### src/hw/rtl/impq_pkg.sv
// ----------------------------------------------------------------------------
// impq_pkg
// Types and constants shared by the indexed min priority queue.
// ----------------------------------------------------------------------------
package impq_pkg;

    localparam int CAPACITY  = 256;
    localparam int KEY_WIDTH = 32;
    localparam int VERTICES  = 256;

    typedef logic signed [KEY_WIDTH-1:0] t_key;

    typedef enum logic [1:0] {
        OP_INSERT   = 2'd0,
        OP_DECREASE = 2'd1,
        OP_EXTRACT  = 2'd2,
        OP_QUERY    = 2'd3
    } t_op;

    typedef enum logic [2:0] {
        ST_OK      = 3'd0,
        ST_EMPTY   = 3'd1,
        ST_FULL    = 3'd2,
        ST_ABSENT  = 3'd3,
        ST_PRESENT = 3'd4
    } t_status;

    typedef struct packed {
        t_op                operation;
        logic [7:0]         vertex_id;
        logic signed [31:0] key_value;
    } t_in;

    typedef struct packed {
        t_status    status;
        logic [7:0] min_vertex;
        logic       in_heap;
        logic       heap_empty;
        logic [8:0] entry_count;
    } t_out;

    typedef enum logic [4:0] {
        CMD_NONE,
        CMD_LATCH,
        CMD_INSERT,
        CMD_DEC_START,
        CMD_DEC_POS,
        CMD_UP_RD,
        CMD_UP_PV,
        CMD_UP_MOVE,
        CMD_PLACE,
        CMD_EX_RD0,
        CMD_EX_ROOT,
        CMD_EX_LAST,
        CMD_EX_LKEY,
        CMD_DN_RDL,
        CMD_DN_LV,
        CMD_DN_LK,
        CMD_DN_RK,
        CMD_DN_MOVE_L,
        CMD_DN_MOVE_R,
        CMD_FINISH
    } t_cmd_op;

    typedef struct packed {
        t_cmd_op op;
        t_status status;
    } t_cmd;

    typedef struct packed {
        t_op  op;
        logic present;
        logic full;
        logic cnt_zero;
        logic at_zero;
        logic left_ok;
        logic right_ok;
        logic up_less;
        logic dn_l;
        logic dn_r;
        logic out_free;
    } t_stat;

endpackage

### src/hw/rtl/impq_ctrl.sv
// ----------------------------------------------------------------------------
// impq_ctrl
// Operation sequencer: dispatch, sift up and sift down walks, result hand-off.
// ----------------------------------------------------------------------------
module impq_ctrl (
    input  logic           i_clk,
    input  logic           i_rst_n,
    input  logic           i_in_valid,
    output logic           o_in_ready,
    input  impq_pkg::t_stat i_stat,
    output impq_pkg::t_cmd  o_cmd
);
    import impq_pkg::*;

    typedef enum logic [3:0] {
        S_IDLE, S_DISPATCH, S_DEC_POS, S_UP_CHK, S_UP_PV, S_UP_PK,
        S_EX_ROOT, S_EX_LAST, S_EX_LKEY, S_DN_CHK, S_DN_LV, S_DN_LK,
        S_DN_RK, S_DN_SEL, S_FINISH
    } t_state;

    t_state  r_state, n_state;
    t_status r_status, n_status;
    t_cmd_op n_op;

    always_comb begin
        n_state  = r_state;
        n_status = r_status;
        n_op     = CMD_NONE;
        unique case (r_state)
            S_IDLE: begin
                if (i_in_valid) begin
                    n_op     = CMD_LATCH;
                    n_status = ST_OK;
                    n_state  = S_DISPATCH;
                end
            end
            S_DISPATCH: begin
                unique case (i_stat.op)
                    OP_INSERT: begin
                        priority if (i_stat.present) begin
                            n_status = ST_PRESENT;
                            n_state  = S_FINISH;
                        end else if (i_stat.full) begin
                            n_status = ST_FULL;
                            n_state  = S_FINISH;
                        end else begin
                            n_op    = CMD_INSERT;
                            n_state = S_UP_CHK;
                        end
                    end
                    OP_DECREASE: begin
                        if (!i_stat.present) begin
                            n_status = ST_ABSENT;
                            n_state  = S_FINISH;
                        end else begin
                            n_op    = CMD_DEC_START;
                            n_state = S_DEC_POS;
                        end
                    end
                    OP_EXTRACT: begin
                        if (i_stat.cnt_zero) begin
                            n_status = ST_EMPTY;
                            n_state  = S_FINISH;
                        end else begin
                            n_op    = CMD_EX_RD0;
                            n_state = S_EX_ROOT;
                        end
                    end
                    OP_QUERY: n_state = S_FINISH;
                endcase
            end
            S_DEC_POS: begin
                n_op    = CMD_DEC_POS;
                n_state = S_UP_CHK;
            end
            S_UP_CHK: begin
                if (i_stat.at_zero) begin
                    n_op    = CMD_PLACE;
                    n_state = S_FINISH;
                end else begin
                    n_op    = CMD_UP_RD;
                    n_state = S_UP_PV;
                end
            end
            S_UP_PV: begin
                n_op    = CMD_UP_PV;
                n_state = S_UP_PK;
            end
            S_UP_PK: begin
                if (i_stat.up_less) begin
                    n_op    = CMD_UP_MOVE;
                    n_state = S_UP_CHK;
                end else begin
                    n_op    = CMD_PLACE;
                    n_state = S_FINISH;
                end
            end
            S_EX_ROOT: begin
                n_op    = CMD_EX_ROOT;
                n_state = S_EX_LAST;
            end
            S_EX_LAST: begin
                n_op    = CMD_EX_LAST;
                n_state = S_EX_LKEY;
            end
            S_EX_LKEY: begin
                n_op    = CMD_EX_LKEY;
                n_state = S_DN_CHK;
            end
            S_DN_CHK: begin
                if (!i_stat.left_ok) begin
                    n_op    = CMD_PLACE;
                    n_state = S_FINISH;
                end else begin
                    n_op    = CMD_DN_RDL;
                    n_state = S_DN_LV;
                end
            end
            S_DN_LV: begin
                n_op    = CMD_DN_LV;
                n_state = S_DN_LK;
            end
            S_DN_LK: begin
                n_op    = CMD_DN_LK;
                n_state = i_stat.right_ok ? S_DN_RK : S_DN_SEL;
            end
            S_DN_RK: begin
                n_op    = CMD_DN_RK;
                n_state = S_DN_SEL;
            end
            S_DN_SEL: begin
                priority if (i_stat.dn_r) begin
                    n_op    = CMD_DN_MOVE_R;
                    n_state = S_DN_CHK;
                end else if (i_stat.dn_l) begin
                    n_op    = CMD_DN_MOVE_L;
                    n_state = S_DN_CHK;
                end else begin
                    n_op    = CMD_PLACE;
                    n_state = S_FINISH;
                end
            end
            S_FINISH: begin
                if (i_stat.out_free) begin
                    n_op    = CMD_FINISH;
                    n_state = S_IDLE;
                end
            end
            default: n_state = S_IDLE;
        endcase
    end

    always_ff @(posedge i_clk) begin
        if (!i_rst_n) begin
            r_state  <= S_IDLE;
            r_status <= ST_OK;
        end else begin
            r_state  <= n_state;
            r_status <= n_status;
        end
    end

    assign o_in_ready = (r_state == S_IDLE);
    assign o_cmd.op     = n_op;
    assign o_cmd.status = r_status;

endmodule

### config.mk
export PLATFORM = sky130hd
export DESIGN_NAME = impq_ctrl
export DESIGN_NICKNAME = d
export VERILOG_FILES = /design/src/hw/rtl/impq_pkg.sv /design/src/hw/rtl/impq_ctrl.sv
export SDC_FILE = /design/constraint.sdc
export NUM_CORES = 1
export LEC_CHECK = 0
export BUFFER_PORTS_ARGS = -buffer_cell sky130_fd_sc_hd__buf_2
export CORE_MARGIN = 2
export CORE_UTILIZATION = 31
export CTS_BUF_LIST = sky130_fd_sc_hd__clkbuf_4
export DETAILED_ROUTE_END_ITERATION = 8
export GPL_TIMING_DRIVEN = 0
export PLACE_DENSITY = 0.49
export RECOVER_POWER = 25
export SYNTH_ARGS = -nofsm -noshare
export SYNTH_HDL_FRONTEND = slang
export SYNTH_SLANG_ARGS = --single-unit
### constraint.sdc
create_clock -name i_clk -period 2.3 [get_ports i_clk]
set_input_delay 0.115 -clock i_clk [delete_from_list [all_inputs] [get_ports i_clk]]
set_output_delay 0.115 -clock i_clk [all_outputs]
set_load 0.05 [all_outputs]
# --- Word level (Yosys, flattened, before mapping) ---
# Cells that the tools add are included.
totals:
  wordCells: 64
  input_bits: 15
  register_bits: 7
  out_inout_bits: 9
op_classes:
  eq_ne: 23
  muxes: 34
  reduce_logical: 5
op_table:
  columns: ["operator", "n"]
  rows:
  - ["$pmux W5 S15", 1]
  - ["$pmux W4 S15", 1]
  - ["$mux W4", 11]
  - ["$eq A4 B4 Y1 const B", 7]
  - ["$mux W3", 9]
  - ["$eq A4 B3 Y1 const B", 4]
  - ["$pmux W4 S4", 1]
  - ["$mux W5", 3]
  - ["$pmux W4 S3", 1]
  - ["$pmux W3 S3", 1]
  - ["$eq A4 B2 Y1 const B", 2]
  - ["$mux W2", 3]
  - ["$ne A3 B3 Y1 const B", 2]
  - ["$pmux W3 S2", 1]
  - ["$reduce_and A6 Y1", 1]
  - ["$eq A2 B2 Y1 const B", 2]
  - ["$eq A4 B1 Y1 const B", 1]
  - ["$logic_not A4 Y1", 1]
  - ["$ne A2 B2 Y1 const B", 2]
  - ["$ne A4 B2 Y1 const B", 1]
  - ["$ne A4 B4 Y1 const B", 1]
  - ["$eq A2 B1 Y1 const B", 1]
  - ["$logic_not A2 Y1", 1]
  - ["$mux W1", 2]
  - ["other kinds (2)", 2]

# --- Longest topological paths before layout ---
# Gate-level depths: netlist (run 1).
logic_depth:
  word_depth: 4
  mapped_depth: 6
  ltp_nobuf: 6

# --- Worst setup path after synthesis (run 1) ---
# No wires, ideal clock.
synth_path:
  path_type: "register -> output"
  startpoint: "reg r_state[2]"
  endpoint: "out o_cmd[3] (netlist bit)"
  path_stages_with_launch: 6
  n_path_buf: 1
  arrival_time_ns: 2.951
  t_required_ns: 2.185
  slack_ns: -0.766
  cell_sequence: "dfxtp_1 > buf_2 > nor4_1 > nand2_1 > o311a_1 > nand2_1"
synth_lines:
  columns: ["element", "line_no", "source"]
  rows:
  - ["from (decl)", "impq_ctrl.sv:21", "t_state r_state, n_state;"]
  - ["from (signal assigned)", "impq_ctrl.sv:158", "r_state <= n_state;"]
  - ["to (decl)", "impq_ctrl.sv:11", "output impq_pkg::t_cmd o_cmd"]

==> results of run 1 <==
==> worst max path at each step <==
stage / startpoint / to / slack, ns / cells past startpoint
after floorplan: r_state[1] / o_cmd[6] / 0.005 / 4
after global placement: r_state[1] / o_cmd[3] / 0.43 / 6
after detailed placement: r_state[1] / o_cmd[3] / 0.39 / 6
after CTS: r_state[1] / o_cmd[3] / 0.12 / 6
after global routing: r_state[1] / o_cmd[3] / 0.006 / 6
final: r_state[1] / o_cmd[3] / 0.09 / 6
==> synthesized netlist by cell type (4+ instances only) <==
cell and n:
sky130_fd_sc_hd__nor2b_1 5, sky130_fd_sc_hd__clkbuf_1 4, sky130_fd_sc_hd__nor2_1 6, sky130_fd_sc_hd__nand2_1 9, sky130_fd_sc_hd__dfxtp_1 7, sky130_fd_sc_hd__o21ai_0 12, sky130_fd_sc_hd__inv_1 6, sky130_fd_sc_hd__nand3_1 6
sky130_fd_sc_hd__a21oi_1 9, sky130_fd_sc_hd__ha_1 6
==> kinds of logic (layout without fill, tap and decap cells) <==
group | after synthesis | count (layout) | synth area share [%]
adder cells (fa/ha/maj) | 6 | 6 | 8.658
XOR/XNOR | 2 | 2 | 2.021
AO/OA/AOI/OAI | 41 | 41 | 31.32
AND/OR/NAND/NOR | 46 | 46 | 30.16
flip-flops | 7 | 7 | 16.16
buffers and inverters | 15 | 41 | 6.926
multiplexers | 4 | 4 | 4.762
==> per-layer routing <==
metal	vias up	share of wire [%]
li1	503	-
met3	10	4.0
met4	0	3.5
met2	31	41
met1	458	51
met5	-	0
==> final cells by class <==
class	count	share of cell area [%]
buffer	9	3.550
inverter	6	2.130
tap	31	3.669
timing repair buffer	22	10.06
sequential	7	13.25
clock buffer	4	2.840
multi-input combinational	99	64.50
==> placed cells by master, fill, tap and decap left out, types with 3 or more instances in the layout <==
cell	instances
sky130_fd_sc_hd__nor2b_1	5
sky130_fd_sc_hd__mux2i_1	3
sky130_fd_sc_hd__clkbuf_1	7
sky130_fd_sc_hd__and3_1	3
sky130_fd_sc_hd__nand2b_1	3
sky130_fd_sc_hd__buf_2	22
sky130_fd_sc_hd__a21oi_1	9
sky130_fd_sc_hd__dfxtp_1	7
sky130_fd_sc_hd__ha_1	6
sky130_fd_sc_hd__nor2_1	6
sky130_fd_sc_hd__inv_1	6
sky130_fd_sc_hd__nand2_1	9
sky130_fd_sc_hd__o21ai_0	12
sky130_fd_sc_hd__clkbuf_4	4
sky130_fd_sc_hd__nand3_1	6
==> metrics by stage <==
| step | total power, mW | utilization [%] |
|---|---|---|
| floorplan | 0.8646 | - |
| global placement | 1.056 | 38.04 |
| detailed placement | 1.058 | 38.04 |
| CTS | 1.179 | 39.15 |
| global route | 1.270 | 39.01 |
| finish | 1.176 | 39.01 |
==> registers in the layout, summed over array words and instances (netlist names) <==
register  flops
r_state       4
r_status      3
==> report_power, final <==
| group | leakage (nW) | switching [mW] | internal [mW] | total, mW |
|---|---|---|---|---|
| Sequential | 0.0571 | 0.0357 | 0.152 | 0.187 |
| Clock | 0.0184 | 0.0374 | 0.0774 | 0.115 |
| Combinational | 0.390 | 0.594 | 0.279 | 0.874 |
| Total | 0.466 | 0.667 | 0.508 | 1.18 |
==> worst max-delay path, delay by kind of cell, from the launching register on <==
kind            cells  cell delay (ns)
compound gates      2             0.34
simple gates        1             0.06
buf+inv             3             1.01
flops               1             0.44
==> PnR_summary.wiki, run 1 <==
{| class="wikitable"
! Metric !! Value
|-
| Post-synthesis instance area || 867.1 um^2
|-
| Area share of the largest cell type after synthesis || 16.16%
|-
| Post-synthesis instance total || 121
|-
| FF+latch count, synth || 7
|-
| Worst setup skew after layout || 0.002629 ns
|-
| Syn nets || 142
|-
| Area occupied by multi-input gates || 681.9 um^2
|-
| Root Buffer Master || sky130_fd_sc_hd__clkbuf_4
|-
| Post-route clock period utilization || 96.00%
|-
| Clock insertion delay at the later pin of the skew report || 0.24 ns
|-
| Count of unresolved DRC violations after routing || 0
|-
| Share of layout cells above drive strength 1 || 20.41%
|-
| Post-Place Worst Slack || 0.3855 ns
|-
| Setup-failing EPs final || 0
|-
| Final Max Slew Viols || 0
|-
| Min-Delay Path Class || in -> reg
|-
| Vias || 1002
|-
| I/O pins || 24
|-
| Number of synthesized flops with an enable pin || 0
|-
| Placed Area || 0.001031 mm^2
|-
| Post-synthesis cell type count || 45
|-
| Die X-Extent || 56.89 um
|-
| Peak fanout along the critical path || 10
|-
| Stage delay of the slowest cell on the critical path || 0.44 ns
|-
| Worst path setup slack after routing || 0.09190 ns
|-
| Routed length per placed instance || 14.14 um
|-
| Top post-synthesis cells by area || sky130_fd_sc_hd__dfxtp_1 (16%), sky130_fd_sc_hd__ha_1 (8.7%), sky130_fd_sc_hd__o21ai_0 (6.9%), sky130_fd_sc_hd__a21oi_1 (5.2%), sky130_fd_sc_hd__nand2_1 (3.9%)
|-
| IR drop worst, VDD || 0.7431 mV
|-
| Detailed-route wire length || 2.517 mm
|-
| Total congestion overflow || 0
|-
| TNS Setup || 0 ns
|-
| Weighted congestion reported at the end of routability-driven placement || 0.8091
|-
| Number of gates resized after cts || 0
|-
| Placement row count || 19
|-
| Initial standard-cell utilization of the core || 31.99%
|-
| Avg Cell Area, Syn || 7.166 um^2
|-
| Hold-fix buffer count after cts || 0
|-
| Maximum achievable frequency || 452.9 MHz
|-
| Min-Delay Endpoint || r_status[2]
|-
| Worst Hold Path Cells || 3
|-
| Critical path type || reg -> out
|-
| Pin count of the biggest net entering global routing || 11
|-
| CP Launch Type || register
|-
| Run status || finished, final reports clean
|-
| M3 GR Usage || 1.613%
|-
| Routing usage on met1 || 23.58%
|-
| RSZ-0062 raised after global routing || no
|-
| Worst path arrival time || 2.09 ns
|-
| Count of TritonRoute iterations in the first routing pass || 4
|-
| Worst Hold Slack || 0.2089 ns
|-
| Floorplan Core Area || 0.002710 mm^2
|-
| Half-perimeter wire length after detailed placement || 2.062 mm
|-
| Filler Cells Inserted || 304
|-
| First-pass GRT wire length || 4.195 mm
|-
| Library cell contributing the largest single delay on the critical path || sky130_fd_sc_hd__dfxtp_1
|-
| Number of setup buffers added after CTS || 0
|-
| Logic depth of the worst register-to-register path || 5
|-
| Critical Path, Cell by Cell || clkbuf_1 -> clkbuf_1 -> o21ai_0 -> o311a_1 -> nand2_1 -> buf_2
|-
| Layout area overhead || 21.93%
|-
| CTS buffer count || 3
|-
| Final Instance Area || 0.001057 mm^2
|-
| Drt initial violations || 32
|-
| I/O Buffers || 22
|-
| Number of nets with antenna violations after routing || 0
|-
| Global route hottest layer || met1
|-
| Sequential cell area || 140.1 um^2
|-
| DP Cell Count || 174
|-
| Met2 usage in global routing || 23.32%
|-
| R2R setup slack || 0.62 ns
|-
| Initial antenna violation count || 0
|-
| Start point of the worst min-delay path || i_stat[9]
|-
| Lkg Pwr || 0.4659 nW
|-
| Total routing resource utilization after global routing || 16.41%
|-
| Worst Path Required || 2.18 ns
|-
| Clock sink count || 7
|-
| Clock tree from TritonCTS || done
|-
| Reported max-cap violation count || 0
|-
| Worst slew margin relative to its limit || 60.11%
|-
| Reg-to-reg endpoint || r_state[0]
|-
| H-tree depth || 1
|-
| Number of nets at the end of the flow || 169
|-
| Most used cell along the critical path || sky130_fd_sc_hd__clkbuf_1
|-
| Share of flip-flops with an asynchronous set or reset || 0%
|-
| Clock slew at the register clock pins of the worst setup and hold paths || 0.05 ns
|-
| Startpoint of the worst register-to-register path || r_state[1]
|-
| Die footprint || 0.003236 mm^2
|-
| Fin. Hold Viols || 0
|-
| Number of global-route vias before repair || 948
|-
| CP Capture Type || output port
|-
| Post-route minimum period || 2.208 ns
|-
| Most common flop cell mapped by yosys || sky130_fd_sc_hd__dfxtp_1
|-
| Library cell occupying the most area in the post-synthesis netlist || sky130_fd_sc_hd__dfxtp_1
|-
| Vertical die dimension || 56.89 um
|-
| Buffers from clock root to sink, at most || 2
|-
| Pwr/cell area || 1112 mW/mm^2
|-
| Actual transition at the worst max-transition pin || 0.6010 ns
|-
| Diode insertion count for antenna repair || 0
|-
| Sequential element share of the synthesized area || 16.16%
|-
| Final cell count without fillers || 178
|-
| Average via count per standard cell || 5.629
|-
| Total of warnings raised by yosys || 0
|}
Power figures use the tool's default switching activity.
==> run 2, diff against run 1 <==
- CELL_PAD_IN_SITES_DETAIL_PLACEMENT: default -> 0
- CELL_PAD_IN_SITES_GLOBAL_PLACEMENT: default -> 1
- CORE_UTILIZATION: 31 -> 40
- PLACE_DENSITY: 0.49 -> 0.83
==> PnR_summary.wiki, run 2 (synthesis gave the netlist of run 1 again) <==
{| class="wikitable"
! Metric !! Value
|-
| Run status || finished, final reports clean
|-
| Post-Place Worst Slack || 0.4423 ns (+0.05674 ns)
|-
| TNS Setup || 0 ns (unchanged)
|-
| Largest reg by FF count || r_state
|-
| Number of gates resized after cts || 0 (unchanged)
|-
| Buffers from clock root to sink, at most || 2 (unchanged)
|-
| First-pass GRT wire length || 4.195 mm (unchanged)
|-
| Total routing resource utilization after global routing || 21.53% (+5.1 points)
|-
| RSZ-0062 raised after global routing || no
|-
| Min-Delay Path Class || in -> reg
|-
| DP Cell Count || 170 (-2.3%)
|-
| Peak fanout along the critical path || 10 (unchanged)
|-
| H-tree depth || 1 (unchanged)
|-
| Final cell count without fillers || 174 (-2.2%)
|-
| Maximum achievable frequency || 484.6 MHz (+7.0%)
|-
| I/O Buffers || 22 (unchanged)
|-
| Largest registers in the final layout || r_state (4), r_status (3)
|-
| Post-route clock period utilization || 89.73% (-6.3 points)
|-
| Share of layout cells above drive strength 1 || 20.41% (unchanged)
|-
| Most used cells in the layout excluding fill and tap cells || sky130_fd_sc_hd__buf_2 (21), sky130_fd_sc_hd__o21ai_0 (12), sky130_fd_sc_hd__a21oi_1 (9), sky130_fd_sc_hd__nand2_1 (9)
|-
| Reported max-cap violation count || 0 (unchanged)
|-
| Worst slew margin relative to its limit || 60.72% (+0.62 points)
|-
| Final Max Slew Viols || 0 (unchanged)
|-
| Die X-Extent || 50.56 um (-11%)
|-
| Utilization after layout || 52.56% (+14 points)
|-
| Worst Path Required || 2.18 ns (about the same)
|-
| Count of unresolved DRC violations after routing || 0 (unchanged)
|-
| Clock sink count || 7 (unchanged)
|-
| Count of TritonRoute iterations in the first routing pass || 4 (unchanged)
|-
| Worst setup skew after layout || 0.0009827 ns (-0.001646 ns)
|-
| Fin. Hold Viols || 0 (unchanged)
|-
| CP Capture Type || output port
|-
| Pwr/cell area || 1107 mW/mm^2 (-0.44%)
|-
| Lkg Pwr || 0.4665 nW (+0.14%)
|-
| Actual transition at the worst max-transition pin || 0.5917 ns (-0.009282 ns)
|-
| Vias || 999 (-0.30%)
|-
| Initial antenna violation count || 0 (unchanged)
|-
| IR drop worst, VDD || 0.6591 mV (-11%)
|-
| Clock tree from TritonCTS || done
|-
| Floorplan Core Area || 0.002002 mm^2 (-26%)
|-
| Filler Cells Inserted || 219 (-28%)
|-
| Setup-failing EPs final || 0 (unchanged)
|-
| Worst path setup slack after routing || 0.2363 ns (+0.1444 ns)
|-
| Total congestion overflow || 0 (unchanged)
|-
| Drt initial violations || 27 (-16%)
|-
| Half-perimeter wire length after detailed placement || 1.892 mm (-8.2%)
|-
| Number of global-route vias before repair || 940 (-0.84%)
|-
| CTS buffer count || 3 (unchanged)
|-
| Number of setup buffers added after CTS || 0 (unchanged)
|-
| Placement row count || 16 (-3)
|-
| Weighted congestion reported at the end of routability-driven placement || 0.9543 (+18%)
|-
| Initial standard-cell utilization of the core || 43.31% (+11 points)
|-
| Root Buffer Master || sky130_fd_sc_hd__clkbuf_4
|-
| Average via count per standard cell || 5.741 (+2.0%)
|-
| Die footprint || 0.002556 mm^2 (-21%)
|-
| Pin count of the biggest net entering global routing || 11 (unchanged)
|-
| Critical path type || reg -> out
|-
| Diode insertion count for antenna repair || 0 (unchanged)
|-
| Number of flip-flops in the largest register || 4 (unchanged)
|-
| Hold-fix buffer count after cts || 0 (unchanged)
|-
| Layout area overhead || 21.36%
|-
| Clock insertion delay at the later pin of the skew report || 0.25 ns (about the same)
|-
| Most common cell after layout, fill and taps aside || sky130_fd_sc_hd__buf_2
|-
| CP Launch Type || register
|-
| Routed length per placed instance || 13.40 um (-5.2%)
|-
| Number of nets with antenna violations after routing || 0 (unchanged)
|-
| I/O pins || 24 (unchanged)
|-
| Clock slew at the register clock pins of the worst setup and hold paths || 0.05 ns (about the same)
|-
| Vertical die dimension || 50.56 um (-11%)
|-
| Detailed-route wire length || 2.332 mm (-7.4%)
|-
| Worst path arrival time || 1.95 ns (-0.14 ns)
|-
| Post-route minimum period || 2.064 ns (-0.1444 ns)
|-
| Number of nets at the end of the flow || 169 (unchanged)
|}
==> run 2: changes by cell type in the layout (fill, tap and decap cells not counted) <==
| cell | delta |
|---|---|
| sky130_fd_sc_hd__buf_2 | -1 |
| sky130_fd_sc_hd__clkbuf_2 | +1 |
==> run 2: per-stage QoR <==
step	instance area, um^2	hold slack (ns)	power [mW]
detailed placement	1026	0.4592	1.050
floorplan	882.1	0.2775	0.8646
global placement	1026	0.4628	1.045
CTS	1056	0.1898	1.178
finish	1052	0.2012	1.165
global route	1052	0.2136	1.273
==> run 2: report_power, final <==
part / switching [mW] / leakage (nW) / internal (mW)
sequential: 0.0344 / 0.0571 / 0.152
combinational: 0.583 / 0.391 / 0.277
clock: 0.0415 / 0.0184 / 0.0777
total: 0.659 / 0.467 / 0.506
==> run 2: final timing paths <==
path	startpoint	endpoint	slack, ns	cells past startpoint
worst min register to register	r_status[0]	r_status[0]	0.47	2
worst min-delay path	i_stat[9]	r_status[2]	0.20	3
worst max-delay path	r_state[2]	o_cmd[3]	0.24	7
worst max register to register	r_state[0]	r_status[2]	0.67	4
==> run 2: area by class of cell <==
class / instances / area [um^2] / area share, %
multi-input combinational: 99 / 681.9 / 64.80
sequential: 7 / 140.1 / 13.32
timing repair buffer: 22 / 105.1 / 9.988
buffer: 9 / 38.79 / 3.686
tap: 27 / 33.78 / 3.210
clock buffer: 4 / 30.03 / 2.854
inverter: 6 / 22.52 / 2.140
==> run 2: worst max-delay path, cell delays in order (launching register included) <==
cell,delay (ns)
sky130_fd_sc_hd__dfxtp_1,0.30
sky130_fd_sc_hd__buf_2,0.18
sky130_fd_sc_hd__buf_1,0.22
sky130_fd_sc_hd__nor4b_1,0.40
sky130_fd_sc_hd__o21ai_0,0.15
sky130_fd_sc_hd__o311a_1,0.13
sky130_fd_sc_hd__nand2_1,0.06
sky130_fd_sc_hd__buf_2,0.25
==> run 2: per-layer routing <==
metal | global-route usage, % | vias up | wire length (um)
met3 | 2.381 | 4 | 147
met4 | 10.81 | 0 | 27
met5 | 0 | - | 0
met1 | 29.14 | 459 | 1092
met2 | 33.55 | 36 | 1064
li1 | - | 500 | -
==> run 3, diff against run 2 <==
- CAP_MARGIN: default -> 20
- CORE_UTILIZATION: 40 -> 39
- CTS_BUF_LIST: sky130_fd_sc_hd__clkbuf_4 -> sky130_fd_sc_hd__clkbuf_8 sky130_fd_sc_hd__clkbuf_16
- PLACE_DENSITY: 0.83 -> 0.81
==> PnR_summary.wiki, run 3 (synthesis gave the netlist of run 1 again) <==
{| class="wikitable"
! Metric !! Value
|-
| Maximum achievable frequency || 474.3 MHz (-2.1%)
|-
| Post-route clock period utilization || 91.67% (+1.9 points)
|-
| Pin count of the biggest net entering global routing || 11 (unchanged)
|-
| Largest registers in the final layout || r_state (4), r_status (3)
|-
| Die X-Extent || 51.15 um (+1.2%)
|-
| Vias || 989 (-1.0%)
|-
| Count of TritonRoute iterations in the first routing pass || 5 (+1)
|-
| Peak fanout along the critical path || 10 (unchanged)
|-
| Number of flip-flops in the largest register || 4 (unchanged)
|-
| Share of layout cells above drive strength 1 || 19.05% (-1.4 points)
|-
| Floorplan Core Area || 0.002148 mm^2 (+7.3%)
|-
| Cell type group with the largest total delay on the critical path || buffers and inverters
|-
| Library cell contributing the largest single delay on the critical path || sky130_fd_sc_hd__dfxtp_1
|-
| Initial antenna violation count || 0 (unchanged)
|-
| Clock insertion delay at the later pin of the skew report || 0.22 ns (-0.03 ns)
|-
| Final Max Slew Viols || 0 (unchanged)
|-
| Worst Hold Slack || 0.2330 ns (+0.03177 ns)
|-
| Fin. Hold Viols || 0 (unchanged)
|-
| Total routing resource utilization after global routing || 20.76% (-0.77 points)
|-
| Buffers from clock root to sink, at most || 2 (unchanged)
|-
| CP Launch Type || register
|-
| Worst slew margin relative to its limit || 59.30% (-1.4 points)
|-
| Filler Cells Inserted || 237 (+8.2%)
|-
| I/O Buffers || 22 (unchanged)
|-
| Layout area overhead || 23.09%
|-
| Detailed-route wire length || 2.481 mm (+6.4%)
|-
| Number of nets at the end of the flow || 169 (unchanged)
|-
| Initial standard-cell utilization of the core || 40.36% (-3.0 points)
|-
| Weighted congestion reported at the end of routability-driven placement || 0.8239 (-14%)
|-
| Most common cell after layout, fill and taps aside || sky130_fd_sc_hd__buf_2
|-
| Routed length per placed instance || 14.18 um (+5.8%)
|-
| CP Capture Type || output port
|-
| CTS buffer count || 3 (unchanged)
|-
| Number of gates resized after cts || 0 (unchanged)
|-
| Diode insertion count for antenna repair || 0 (unchanged)
|-
| Placement row count || 17 (+1)
|-
| Actual transition at the worst max-transition pin || 0.6132 ns (+0.02147 ns)
|-
| Most used cells in the layout excluding fill and tap cells || sky130_fd_sc_hd__buf_2 (21), sky130_fd_sc_hd__o21ai_0 (12), sky130_fd_sc_hd__a21oi_1 (9), sky130_fd_sc_hd__nand2_1 (9), sky130_fd_sc_hd__clkbuf_1 (8)
|-
| Worst setup skew after layout || 0.003970 ns (+0.002988 ns)
|-
| Average via count per standard cell || 5.651 (-1.6%)
|-
| Worst Path Required || 2.18 ns (about the same)
|-
| I/O pins || 24 (unchanged)
|-
| Hold-fix buffer count after cts || 0 (unchanged)
|-
| Utilization after layout || 49.68% (-2.9 points)
|-
| Half-perimeter wire length after detailed placement || 1.976 mm (+4.5%)
|-
| Setup-failing EPs final || 0 (unchanged)
|-
| Post-route minimum period || 2.108 ns (+0.04472 ns)
|-
| Clock slew at the register clock pins of the worst setup and hold paths || 0.04 ns (about the same)
|-
| Min-Delay Path Class || in -> reg
|-
| Reported max-cap violation count || 0 (unchanged)
|-
| Buf+Inv Stages, Crit Path || 3 (unchanged)
|-
| Net switching share of the total power || 55.48% (-1.1 points)
|-
| Largest reg by FF count || r_state
|-
| H-tree depth || 1 (unchanged)
|-
| Clock sink count || 7 (unchanged)
|-
| Critical Path, Cell by Cell || clkbuf_1 -> clkbuf_1 -> o21ai_0 -> o311a_1 -> nand2_1 -> buf_2
|-
| Number of nets with antenna violations after routing || 0 (unchanged)
|-
| Run status || finished, final reports clean
|-
| Most used cell along the critical path || sky130_fd_sc_hd__clkbuf_1
|-
| IR drop worst, VDD || 0.8821 mV (+34%)
|-
| Internal Dissipation || 0.5420 mW (+7.1%)
|-
| Clock share of power || 13.3% (+3.1 points)
|-
| P_sw || 0.6756 mW (+2.5%)
|-
| Pwr/cell area || 1141 mW/mm^2 (+3.0%)
|-
| Sequential power share || 15.3% (-0.7 points)
|-
| Total congestion overflow || 0 (unchanged)
|-
| Number of global-route vias before repair || 910 (-3.2%)
|-
| Critical path type || reg -> out
|-
| Root Buffer Master || sky130_fd_sc_hd__clkbuf_8
|-
| Relative contribution of combinational cells to total power || 71.4% (-2.4 points)
|-
| Clock tree from TritonCTS || done
|-
| Vertical die dimension || 51.15 um (+1.2%)
|-
| Drt initial violations || 25 (-7.4%)
|-
| Worst path arrival time || 1.99 ns (+0.04 ns)
|-
| Die footprint || 0.002616 mm^2 (+2.3%)
|-
| Lkg Pwr || 0.4717 nW (+1.1%)
|-
| RSZ-0062 raised after global routing || no
|-
| Stage delay of the slowest cell on the critical path || 0.41 ns (about the same)
|-
| Count of unresolved DRC violations after routing || 0 (unchanged)
|-
| Power, Total || 1.218 mW (+4.5%)
|-
| TNS Setup || 0 ns (unchanged)
|-
| First-pass GRT wire length || 4.140 mm (-1.3%)
|-
| Number of setup buffers added after CTS || 0 (unchanged)
|}
-- run 3: worst paths after layout --
check                    from     endpoint  slack (ns)  depth (start not counted)
hold / removal      i_stat[9]  r_status[2]        0.23                          3
setup / recovery   r_state[1]     o_cmd[3]        0.19                          6
setup reg to reg   r_state[0]   r_state[2]        0.66                          4
hold reg to reg   r_status[0]  r_status[0]        0.48                          2
-- run 3: power groups by stage --
| stage | registers [mW] | logic (mW) | clock network [mW] |
|---|---|---|---|
| final | 0.186 | 0.870 | 0.162 |
| after global routing | 0.193 | 0.942 | 0.177 |
| after CTS | 0.185 | 0.872 | 0.167 |
| after detailed placement | 0.187 | 0.868 | 0 |
| after global placement | 0.187 | 0.863 | 0 |
| after floorplan | 0.197 | 0.667 | 0 |
-- run 3: worst min-delay path, delay by kind of cell --
kind	cells	cell delay [ns]
AND/OR/NAND/NOR	1	0.09
buffers and inverters	1	0.14
multiplexers	1	0.06
-- run 3: metal layers --
| layer | GRT usage [%] | share of wire [%] |
|---|---|---|
| met1 | 26.90 | 47 |
| met3 | 2.339 | 6.6 |
| met5 | 0 | 0 |
| met4 | 9.910 | 1.0 |
| met2 | 33.98 | 46 |
-- run 3: final cells by class --
class | count | area (um^2) | share of cell area (%)
buffer | 9 | 37.54 | 3.517
clock buffer | 3 | 41.29 | 3.869
clock inverter | 1 | 3.754 | 0.3517
inverter | 6 | 22.52 | 2.110
multi-input combinational | 99 | 681.9 | 63.89
sequential | 7 | 140.1 | 13.13
tap | 28 | 35.03 | 3.283
timing repair buffer | 22 | 105.1 | 9.848
-- run 3: metrics by stage --
stage | worst slack, ns | cell area [um^2] | std cells
5_1_grt | 0.02276 | 1067 | 175
6_report | 0.1916 | 1067 | 175
4_1_cts | 0.2142 | 1072 | 175
3_3_place_gp | 0.4383 | 1027 | 171
2_1_floorplan | 0.004810 | 882.1 | 121
3_5_place_dp | 0.4687 | 1027 | 171
